## config.mk

```make
export PLATFORM = sky130hd
export DESIGN_NAME = bbvg_div
export DESIGN_NICKNAME = d
export VERILOG_FILES = /design/src/hw/rtl/bbvg_div.sv
export SDC_FILE = /design/constraint.sdc
export NUM_CORES = 2
export LEC_CHECK = 0
export BUFFER_PORTS_ARGS = -buffer_cell sky130_fd_sc_hd__buf_4
export CAP_MARGIN = 40
export CORE_MARGIN = 5
export CORE_UTILIZATION = 40
export DETAILED_ROUTE_END_ITERATION = 7
export PLACE_DENSITY = 0.67
export SYNTH_ARGS = -nofsm -noshare
export SYNTH_HDL_FRONTEND = slang
export SYNTH_SLANG_ARGS = --single-unit
```

## constraint.sdc

```tcl
create_clock -name clk -period 3.55 [get_ports clk]
set_clock_uncertainty 0.2 [all_clocks]
set_input_delay 1.065 -clock clk [delete_from_list [all_inputs] [get_ports clk]]
set_output_delay 1.065 -clock clk [all_outputs]
set_load 0.03 [all_outputs]
```

## src/hw/rtl/bbvg_div.sv

```systemverilog
// pipelined restoring divider, one quotient bit per stage, quotient must fit QUO_W bits
module bbvg_div #(
  parameter int NUM_W = 32,
  parameter int DEN_W = 8,
  parameter int QUO_W = 24
) (
  input  logic             clk,
  input  logic             en,
  input  logic [NUM_W-1:0] num,
  input  logic [DEN_W-1:0] den,
  output logic [QUO_W-1:0] quo
);

  localparam int CW = NUM_W + DEN_W + QUO_W;

  logic [NUM_W-1:0] rem_r [QUO_W];
  logic [DEN_W-1:0] den_r [QUO_W];
  logic [QUO_W-1:0] quo_r [QUO_W];

  for (genvar j = 0; j < QUO_W; j++) begin : g_stage
    logic [NUM_W-1:0] rem_in;
    logic [DEN_W-1:0] den_in;
    logic [QUO_W-1:0] quo_in;
    logic [CW-1:0]    dsh;
    logic             ge;

    if (j == 0) begin : g_first
      assign rem_in = num;
      assign den_in = den;
      assign quo_in = '0;
    end else begin : g_next
      assign rem_in = rem_r[j-1];
      assign den_in = den_r[j-1];
      assign quo_in = quo_r[j-1];
    end

    assign dsh = CW'(den_in) << (QUO_W - 1 - j);
    assign ge  = CW'(rem_in) >= dsh;

    always_ff @(posedge clk) begin
      if (en) begin
        rem_r[j] <= ge ? NUM_W'(CW'(rem_in) - dsh) : rem_in;
        den_r[j] <= den_in;
        quo_r[j] <= ge ? (quo_in | (QUO_W'(1) << (QUO_W - 1 - j))) : quo_in;
      end
    end
  end

  assign quo = quo_r[QUO_W-1];

endmodule

```

Word level (Yosys, flattened, before mapping) --
Memory sizes are Yosys's and may differ from the RTL's. Index checks and enable logic that the tools add are counted. W data, S select, Z words.
Storage, ports and cells: bits in registers 0, logic and storage cells 101, input bits 42, bits in read-only memories 0, bits in writable memories 1536, bits in latches 0, memories 3, output and inout port bits 24
Cells by class: multipliers 0, bitwise gates (word level) 0, order comparisons 24, div/mod/pow operators 0, reductions and logical operators 0, add/subtract/negate cells 24, shift operators 0, equal/unequal tests 0, muxes and demuxes 50
Memory list:
- rem_r | words 24, bits a word 32, read ports 23, clocked after memory_dff 0, wr ports 24, line 16 | logic [NUM_W-1:0] rem_r [QUO_W];
- quo_r | words 24, bits a word 24, read ports 24, clocked after memory_dff 0, wr ports 24, line 18 | logic [QUO_W-1:0] quo_r [QUO_W];
- den_r | words 24, bits a word 8, read ports 23, clocked after memory_dff 0, wr ports 24, line 17 | logic [DEN_W-1:0] den_r [QUO_W];
Operators with widths (number):
- $mux W32 | 24
- $ge A32 B10 Y1 | 1
- $ge A32 B11 Y1 | 1
- $ge A32 B12 Y1 | 1
- $ge A32 B13 Y1 | 1
- $ge A32 B14 Y1 | 1
- $ge A32 B15 Y1 | 1
- $ge A32 B16 Y1 | 1
- $ge A32 B17 Y1 | 1
- $ge A32 B18 Y1 | 1
- $ge A32 B19 Y1 | 1
- $ge A32 B20 Y1 | 1
- $ge A32 B21 Y1 | 1
- $ge A32 B22 Y1 | 1
- $ge A32 B23 Y1 | 1
- $ge A32 B24 Y1 | 1
- $ge A32 B25 Y1 | 1
- $ge A32 B26 Y1 | 1
- $ge A32 B27 Y1 | 1
- $ge A32 B28 Y1 | 1
- $ge A32 B29 Y1 | 1
- $ge A32 B30 Y1 | 1
- $ge A32 B31 Y1 | 1
- $ge A32 B8 Y1 | 1
- 49 further kinds | 51

Depth between registers and ports, before layout --
An unclocked memory read counts as a cell.
depth in word-level cells 3, gate-level depth with buffers 13, gate-level depth less buffers 12

Worst setup path before layout --
Ideal clock, no wire load.
path kind register to register, start mem den_r[19][0], in the netlist den_r[4][24], end mem rem_r[20][22], in the netlist rem_r[5][22], data pin, clock period less this slack 3371 ps, data arrival time 2898 ps, library setup time 273 ps, required time 3077 ps, path slack 179 ps, buffers on the path 0, cell stages (with the launch flop) 9, cell sequence edfxtp_1 -> ha_1 -> or4b_2 -> nor3_1 -> or3_1 -> or3b_2 -> or4b_1 -> nor4b_1 -> xor2_1
RTL lines (line):
- start: declaration | 17
- end: declaration | 16

==> impl_results.md <==
- Count of flip-flops with a built-in enable after synthesis: 1220
- Nets: 4284
- Number of buffers inserted by post-CTS setup repair: 0
- Placer Congestion: 0.862
- Number of optimization iterations in the first detailed-route pass: 5
- Number of buffers added by the clock tree synthesis step: 119
- Number of antenna violations at the first check in global routing: 2
- Post-DP HPWL: 69200 um
- Type of the setup path with the least slack: reg -> reg
- Clock group share of total power: 32.8%
- Via count: 29736
- Fmax: 0.290 GHz
- Largest driver fanout on the critical path: 15
- Post-DR wirelength/cell: 16.0 um
- Cts-stage hold buffer count: 0
- Count of yosys warnings during synthesis: 0
- Synthesized netlist net count: 4046
- Number of max-cap violations: 0
- Nature of the critical path endpoint: flop
- #FFs+latches synth: 1220
- Slew at the pin closest to its max-slew limit: 0.667 ns
- First DRT Iteration DRCs: 2026
- Startpoint types: flop
- Max-slew headroom: 54.4%
- Worst path arrival time: 3.69 ns
- Min Clock Period, post-route: 3.45 ns
- Power share of the combinational group: 17.3%
- Clock Sinks: 1220
- Count of mapped cells out of synthesis: 3789
- Hold Worst Slack: 0.205 ns
- Synth Flop Type: edfxtp_1
- Fin crit share: 97.1%
- Root Buffer: clkbuf_16
- Vias in the first global route: 29664
- Residual antenna-violating net count after detailed routing: 0
- Most common cell after layout, fill and taps aside: edfxtp_1
- Std cell rows: 134
- Internal: 28.9 mW
- Count of input and output buffers: 65
- Register clock-pin slew on the reported worst setup and hold paths: 0.06 ns
- Final global-route overflow total: 0
- Switching power of the nets: 10.5 mW
- Count of cell types in the netlist: 82
- RSZ-0062 raised after global routing: false
- Final instance area: 61200 sq um
- Area delta synth->final: 14.3%
- Power density normalized to cell area: 644 nW/um^2
- Share of final-layout standard cells stronger than drive strength 1: 10.9%
- Sequential-to-total area share from yosys stat: 68.4%
- Worst-Skew Late Latency: 0.73 ns
- Horizontal die dimension: 376 um
- Maximum number of pins on one net before global-route repair: 68
- Detailed-route DRC error count: 0
- Number of fillers in the final layout: 11504
- FFs w/ async S/R, synth: 0%
- Commonest cells after routing, fill and taps aside: edfxtp_1 (1220), nor2_1 (272), inv_1 (253)
- Wirelength, routed: 94500 um
- Buffer levels on the longest clock path: 3
- Final hold violations: 0
- Total power consumption of the routed design: 39.4 mW
- Clock H-tree levels: 3
- Via density per instance: 5.04
- Effective utilization at floorplan: 40.2%
- Die Outline Area: 141000 sq um
- Diode insertion count for antenna repair: 0
- All-layer global routing usage: 13.3%
- Fraction of power spent switching nets: 26.7%
- Worst VDD drop: 466 uV
- Synthesized area per cell: 14.1 sq um
- Class of the most critical hold timing path: reg -> reg
- Outcome: complete, no violations
- Lkg Pwr: 21.8 nW
- Placeable Area: 133000 sq um
- Die Span Y: 376 um
- Cell area after technology mapping: 53500 sq um
- Global-route wire length before repair: 153000 um
- Max-slew violation total from the final report: 0
- Boundary pin count: 66
- Sequential power share: 49.9%
- Setup Viol. Count Final: 0
- Cell Area, Placed: 57100 sq um
- Data required time of the critical path: 3.80 ns
- TritonCTS clock tree: built
==> synthesized netlist by cell type, types with 51 or more instances <==
cell type | count | share of area (%)
ha_1 | 192 | 4.5
inv_1 | 253 | 1.8
nand3_1 | 57 | 0.53
xnor2_1 | 158 | 2.6
edfxtp_1 | 1220 | 68
a21oi_1 | 168 | 1.6
nor2_1 | 272 | 1.9
xor2_1 | 193 | 3.2
o21ai_0 | 154 | 1.4
or4_1 | 51 | 0.72
nor4_1 | 119 | 1.4
nor3_1 | 129 | 1.2
nand2_1 | 182 | 1.3
==> state kept, by name, indices dropped and copies added (netlist names) <==
register and cells:
quo_r 300, rem_r 736, den_r 184
==> cell families (layout without fill, tap and decap cells) <==
logic type	count (synthesis)	count (layout)	share of synthesized area [%]
multiplexers	64	64	1.32
AO/OA/AOI/OAI	523	523	5.96
buffers and inverters	301	641	2.14
adder cells (fa/ha/maj)	215	215	5.35
XOR/XNOR	351	351	5.74
AND/OR/NAND/NOR	1115	1115	11.0
flip-flops	1220	1220	68.4
==> power groups by stage <==
| stage | sequential, mW | clock, mW | combinational (mW) |
|---|---|---|---|
| after detailed placement | 20.0 | 0 | 6.79 |
| final | 19.7 | 12.9 | 6.83 |
| after global routing | 19.9 | 13.9 | 7.65 |
| after global placement | 19.9 | 0 | 6.65 |
| after floorplan | 19.5 | 0 | 5.02 |
| after CTS | 19.7 | 13.3 | 6.85 |
==> path summary, 6_finish.rpt <==
kind | depth (start not counted) | end | slack (ns) | from
worst max-delay path | 6 | rem_r[4][39] | 0.10 | rem_r[4][18]
worst min-delay path | 0 | quo_r[0][164] | 0.21 | quo_r[0][140]
worst max register to register | 6 | rem_r[4][39] | 0.10 | rem_r[4][18]
worst min register to register | 0 | quo_r[0][164] | 0.21 | quo_r[0][140]
==> metal layers <==
layer / GRT usage, % / share of wire (%) / vias up
met5: 0 / 0 / -
met4: 4.21 / 2.9 / 0
met3: 2.53 / 4.3 / 181
met2: 23.8 / 51 / 564
met1: 16.1 / 42 / 14233
li1: - / - / 14758
==> metrics by stage <==
stage | TNS (ns) | setup WS [ns] | cells | util (%)
global placement | -0.288 | -0.148 | 5674 | 42.8
CTS | 0 | 0.0299 | 5897 | 45.9
global route | 0 | 0.00135 | 5897 | 45.9
detailed placement | -0.213 | -0.155 | 5674 | 42.8
floorplan | 0 | 0.179 | 3789 | -
finish | 0 | 0.104 | 5897 | 45.9
==> layout make-up <==
class                           count  area [sq um]  area share (%)
Tap cell                         1768          2210            3.61
Multi-Input combinational cell   2268         15800            25.8
Clock inverter                     90          1070            1.75
Timing Repair Buffer              164          1500            2.45
Inverter                          254           953            1.56
Sequential cell                  1220         36600            59.9
Clock buffer                      133          3030            4.95
==> repair_timing <==
item | 4_1_cts | 5_1_grt
gates resized for setup | 2 | 8
pin swaps | 0 | 1
endpoints found under the setup margin | 2 | 16
==> worst max-delay path, cell delays in order, from the launching register on <==
cell and delay, ns:
edfxtp_1 0.43, or4_4 0.57, or4_1 0.51, or4_1 0.52, or3b_4 0.41, buf_4 0.20, mux2_1 0.31
(Power assumes the default switching activity.)
