<file path="src/hw/rtl/bbvg_sqrt.sv">
// pipelined integer square root (floor), one result bit per stage
module bbvg_sqrt #(
  parameter int IN_W = 50
) (
  input  logic              clk,
  input  logic              en,
  input  logic [IN_W-1:0]   rad,
  output logic [IN_W/2-1:0] root
);

  localparam int OUT_W = IN_W / 2;
  localparam int W     = IN_W + 1;

  logic [W-1:0] x_r [OUT_W];
  logic [W-1:0] r_r [OUT_W];

  for (genvar j = 0; j < OUT_W; j++) begin : g_stage
    localparam logic [W-1:0] BIT = W'(1) << (IN_W - 2 - 2 * j);
    logic [W-1:0] x_in;
    logic [W-1:0] r_in;
    logic [W-1:0] t;
    logic         ge;

    if (j == 0) begin : g_first
      assign x_in = W'(rad);
      assign r_in = '0;
    end else begin : g_next
      assign x_in = x_r[j-1];
      assign r_in = r_r[j-1];
    end

    assign t  = r_in + BIT;
    assign ge = x_in >= t;

    always_ff @(posedge clk) begin
      if (en) begin
        x_r[j] <= ge ? x_in - t : x_in;
        r_r[j] <= ge ? (r_in >> 1) + BIT : r_in >> 1;
      end
    end
  end

  assign root = OUT_W'(r_r[OUT_W-1]);

endmodule

</file>
<file path="config.mk">
export PLATFORM = sky130hd
export DESIGN_NAME = bbvg_sqrt
export DESIGN_NICKNAME = d
export VERILOG_FILES = /design/src/hw/rtl/bbvg_sqrt.sv
export SDC_FILE = /design/constraint.sdc
export NUM_CORES = 2
export LEC_CHECK = 0
export BUFFER_PORTS_ARGS = -buffer_cell sky130_fd_sc_hd__buf_2
export CAP_MARGIN = 30
export CELL_PAD_IN_SITES_DETAIL_PLACEMENT = 0
export CELL_PAD_IN_SITES_GLOBAL_PLACEMENT = 1
export CORE_ASPECT_RATIO = 1.25
export CORE_MARGIN = 2
export CORE_UTILIZATION = 25
export DETAILED_ROUTE_END_ITERATION = 16
export PLACE_DENSITY_LB_ADDON = 0.1
export SLEW_MARGIN = 40
export SYNTH_ARGS = -nofsm -noshare
export SYNTH_HDL_FRONTEND = slang
export SYNTH_SLANG_ARGS = --single-unit
export TNS_END_PERCENT = 1
</file>
<file path="constraint.sdc">
create_clock -name clk -period 7.1 [get_ports clk]
set_input_delay 1.42 -clock clk [delete_from_list [all_inputs] [get_ports clk]]
set_output_delay 1.42 -clock clk [all_outputs]
set_load 0.05 [all_outputs]
</file>
**Word-level counts from Yosys, hierarchy flattened**

Memory sizes are Yosys's and may differ from the RTL's.
Cells that the tools add are included.

- Add/subtract/negate cells: 73
- $lt $le $gt $ge: 25
- Mux-type cells: 52

Operator list:

| operator | number |
|---|---|
| 2-to-1 mux 51 bit | 49 |
| greater-or-equal comparator 51 bit | 24 |
| subtractor 51 bit | 24 |
| adder 50 x 1 -> 51 bit, second input constant | 1 |
| adder 50 x 11 -> 51 bit, second input constant | 1 |
| adder 50 x 13 -> 51 bit, second input constant | 1 |
| adder 50 x 15 -> 51 bit, second input constant | 1 |
| adder 50 x 17 -> 51 bit, second input constant | 1 |
| adder 50 x 19 -> 51 bit, second input constant | 1 |
| adder 50 x 21 -> 51 bit, second input constant | 1 |
| adder 50 x 23 -> 51 bit, second input constant | 1 |
| adder 50 x 25 -> 51 bit, second input constant | 1 |
| adder 50 x 27 -> 51 bit, second input constant | 1 |
| adder 50 x 29 -> 51 bit, second input constant | 1 |
| adder 50 x 3 -> 51 bit, second input constant | 1 |
| adder 50 x 31 -> 51 bit, second input constant | 1 |
| adder 50 x 33 -> 51 bit, second input constant | 1 |
| adder 50 x 35 -> 51 bit, second input constant | 1 |
| adder 50 x 37 -> 51 bit, second input constant | 1 |
| adder 50 x 39 -> 51 bit, second input constant | 1 |
| adder 50 x 41 -> 51 bit, second input constant | 1 |
| adder 50 x 43 -> 51 bit, second input constant | 1 |
| adder 50 x 45 -> 51 bit, second input constant | 1 |
| adder 50 x 47 -> 51 bit, second input constant | 1 |
| other kinds (31) | 32 |

- Register bits after elaboration: 0
- RAM bits: 2550
- Input bits: 52
- Word-level logic and storage cells: 152
- Memories: 2

Memory list:

| memory | words | width | rd ports | clocked after memory_dff | write ports | line | source |
|---|---|---|---|---|---|---|---|
| r_r | 25 | 51 | 25 | 0 | 25 | 15 | `logic [W-1:0] r_r [OUT_W];` |
| x_r | 25 | 51 | 24 | 0 | 25 | 14 | `logic [W-1:0] x_r [OUT_W];` |

**Depth between registers and ports, before layout**

An unclocked memory read counts as a cell.

- Word-level depth: 4
- Depth in mapped cells: 14
- Gate-level depth less buffers: 12

**Worst setup path after synthesis**

OpenSTA, ideal clock, no wires.

- Path kind: register to register
- From: memory x_r[21][26] in the netlist's numbering
- To: memory x_r[22][45] in the netlist's numbering, data pin
- Library setup time: 0.258 ns
- Data arrival time: 3.134 ns
- Required time: 6.842 ns
- Path slack: 3.708 ns
- Stages on the path, launching flop included: 13
- Buffers on the path: 2
- Clock period less this slack: 3.392 ns
- Path through: edfxtp_1 -> ha_1 -> clkbuf_1 -> nand3_1 -> or4_1 -> nand4bb_1 -> nand3_1 -> a311o_1 -> nand2_1 -> or3_1 -> clkbuf_1 -> or4_1 -> xnor2_1

RTL lines:

| element | line |
|---|---|
| start: declaration | 14 |

==> flow_summary.toml <==
[outcome]
outcome = "complete, no violations"

[timing]
clock_skew_ps = 138
finalSetupViolations = 0
timing_hold_violations_final = 0
shortest_period_the_worst_path_allows_ps = 4420
maxSlewViolCount = 0
slew_limit_headroom_pct = 43.5
worst_pin_slew_ps = 826
timing.setup.tns_ps = 0
max_clock_freq_ghz = 0.226
fin_crit_sh_pct = 62.2
rsz0062_at_grt = "no"
fin_hold_ws_ps = 418

[pwr]
power.share.combinational_pct = 17.5
p_switching_w = 0.00752
vdd_drop_max_mv = 0.198
power.density_cell_area_nw_per_um2 = 309
leakage_nw = 31.0
seq_power_share_pct = 47.2
power.internal_w = 0.0187
power_frac_clock_pct = 35.3
p_sw_share_pct = 28.7

[cts]
tritoncts_num_sinks = 1549
htree_levels = 4
clkTransAtPathRegs_ps = 60
cts_setup_buffers = 0
clkLatencyLatePin_ps = 880
ctsHoldBuffers = 0
cts_tree = "built"
cts-root-buf = "sky130_fd_sc_hd__clkbuf_16"
cts.repair.resized = 0
cts_buffer_depth = 4
cts_inserted_buffers = 186

[yosys]
synth_area_sq_um = 73300
yosys.cell_count.top_type = "sky130_fd_sc_hd__edfxtp_1"
synth_async_sr_flop_share_pct = 0
synthesis.yosys.warnings = 0
netlist-cell-type-count = 80
number_of_enable_flip_flop_cells_after_synthesis = 1549
synthCells = 5699
synth_top_cell_area_share_pct = 63.5
synthesis.area_per_instance_sq_um = 12.9
synth_largest_area_cell = "sky130_fd_sc_hd__edfxtp_1"
dominantRegCellSynth = "sky130_fd_sc_hd__edfxtp_1"
post_synth_main_area_contributors = "sky130_fd_sc_hd__edfxtp_1, sky130_fd_sc_hd__ha_1, sky130_fd_sc_hd__xnor2_1"
synth-seq-cells = 1549
seq_area_frac_synth_pct = 63.5
synth_top_cells_by_count = "sky130_fd_sc_hd__edfxtp_1, sky130_fd_sc_hd__inv_1, sky130_fd_sc_hd__nand2_1"
postSynthNetCount = 6097

[drt]
route.antenna.remaining_nets = 0
dr.first_iter.drc_count = 2028
post_drt_wl_per_cell_um = 19.8
total_via_count_after_detailed_routing = 44116
routed_wl_um = 198000
post-route-drc-count = 0
detail_route.vias_per_cell = 4.42
drt-pass1-iter-count = 5

[setup_path]
cp-end-kind = "register"
cp_data_required_time_ps = 7580
crit_path_kind = "reg2reg"
crit_path_start_kind = "register"
worst-r2r-cell-count = 11
crit_fanout = 33
timing.critical_path.arrival_ps = 4900

[floorplanning]
die_h_um = 609
initial_utilization_pct = 25.1
core_sq_um = 292000
fp.dieW_um = 488
num_rows = 222
boundaryPins = 77
die_area_sq_um = 297000

[global_routing]
first_global_vias = 47308
global_route.usage.total_pct = 13.2
antenna_found_initial = 1
grt_pass1_wl_um = 298000
grt_start_max_net_pins = 118
grt_overflow_total = 0

[hold_path]
whs_path_depth = 0
min_path_type = "reg2reg"

[final_layout]
area_growth_pct = 15.8
drive_gt1_share_pct = 8.63
layout.nets = 6317

[run]
cap_violations = 0

[place]
place.gp.congestion = 0.811
buffer_ports.inserted = 76
detailed_place_hpwl_um = 151000
final timing paths:
path,endpoint,startpoint,slack (ps)
max,x_r[16][40],x_r[15][18],2680
min,x_r[13][7],x_r[12][7],420
max reg2reg,x_r[16][40],x_r[15][18],2680
min reg2reg,x_r[13][7],x_r[12][7],420
registers in the layout, indices dropped and copies added, names as in the netlist:
| signal | count |
|---|---|
| r_r | 325 |
| x_r | 1224 |
power groups by stage:
| stage | sequential, W | clock, W | combinational, W |
|---|---|---|---|
| finish | 0.0124 | 0.00924 | 0.00459 |
| global route | 0.0125 | 0.00997 | 0.00517 |
| CTS | 0.0124 | 0.00965 | 0.00468 |
| detailed placement | 0.0126 | 0 | 0.00465 |
| global placement | 0.0126 | 0 | 0.00465 |
| floorplan | 0.0121 | 0 | 0.00325 |
critical path: stages, from the launching register on:
cell                       delay (ps)
sky130_fd_sc_hd__edfxtp_1         400
sky130_fd_sc_hd__ha_1             360
sky130_fd_sc_hd__o21a_1           160
sky130_fd_sc_hd__o21ai_0          150
sky130_fd_sc_hd__a211oi_1         630
sky130_fd_sc_hd__nor3_1           230
sky130_fd_sc_hd__or4b_2           750
sky130_fd_sc_hd__nand4_1          140
sky130_fd_sc_hd__buf_4            350
sky130_fd_sc_hd__o211ai_1         370
sky130_fd_sc_hd__nor4b_1          430
sky130_fd_sc_hd__xor2_1           120
through the flow:
step | total power [W] | util (%) | setup WS, ps | area [sq um] | instances
6_report | 0.0262 | 29.1 | 2680 | 84900 | 9981
5_1_grt | 0.0276 | 29.1 | 2440 | 84900 | 9981
4_1_cts | 0.0267 | 29.1 | 2530 | 84800 | 9980
3_5_place_dp | 0.0172 | 27.1 | 2500 | 79100 | 9651
3_3_place_gp | 0.0172 | 27.0 | 1850 | 78700 | 9640
2_1_floorplan | 0.0154 | - | 3710 | 73300 | 5699
cell families after synthesis:
| family | synth area share (%) |
|---|---|
| flip-flops | 63.5 |
| AND/OR/NAND/NOR | 11.9 |
| XOR/XNOR | 6.47 |
| AO/OA/AOI/OAI | 8.69 |
| multiplexers | 0.810 |
| buffers and inverters | 2.76 |
| adder cells (fa/ha/maj) | 5.91 |
| other | 0.00512 |
cell usage in the layout, fill, tap and decap left out, drive strengths merged, types with 86 or more instances in the layout:
cell / count
nor2: 311
buf: 132
a21o: 147
nand3: 86
a21oi: 301
edfxtp: 1549
o21ai: 275
xnor2: 289
nand2: 371
nor4: 205
xor2: 252
ha: 346
nor3: 165
clkbuf: 216
inv: 440
area by class of cell:
type	instances	area [sq um]
fill	29564	207000
sequential	1549	46500
multi-input combinational	3618	25000
tap	3920	4900
clock buffer	216	4790
inverter	432	1620
timing repair buffer	132	1080
clock inverter	113	960
antenna	1	2.50
metal layers:
layer | share of wire [%] | vias to the layer above | GRT usage, %
met4 | 4.0 | 0 | 5.12
met1 | 35 | 21432 | 12.5
met5 | 0 | - | 0
met3 | 2.5 | 334 | 1.72
met2 | 59 | 557 | 27.6
li1 | - | 21793 | -
Note: power is estimated with default switching activity, not from simulation.
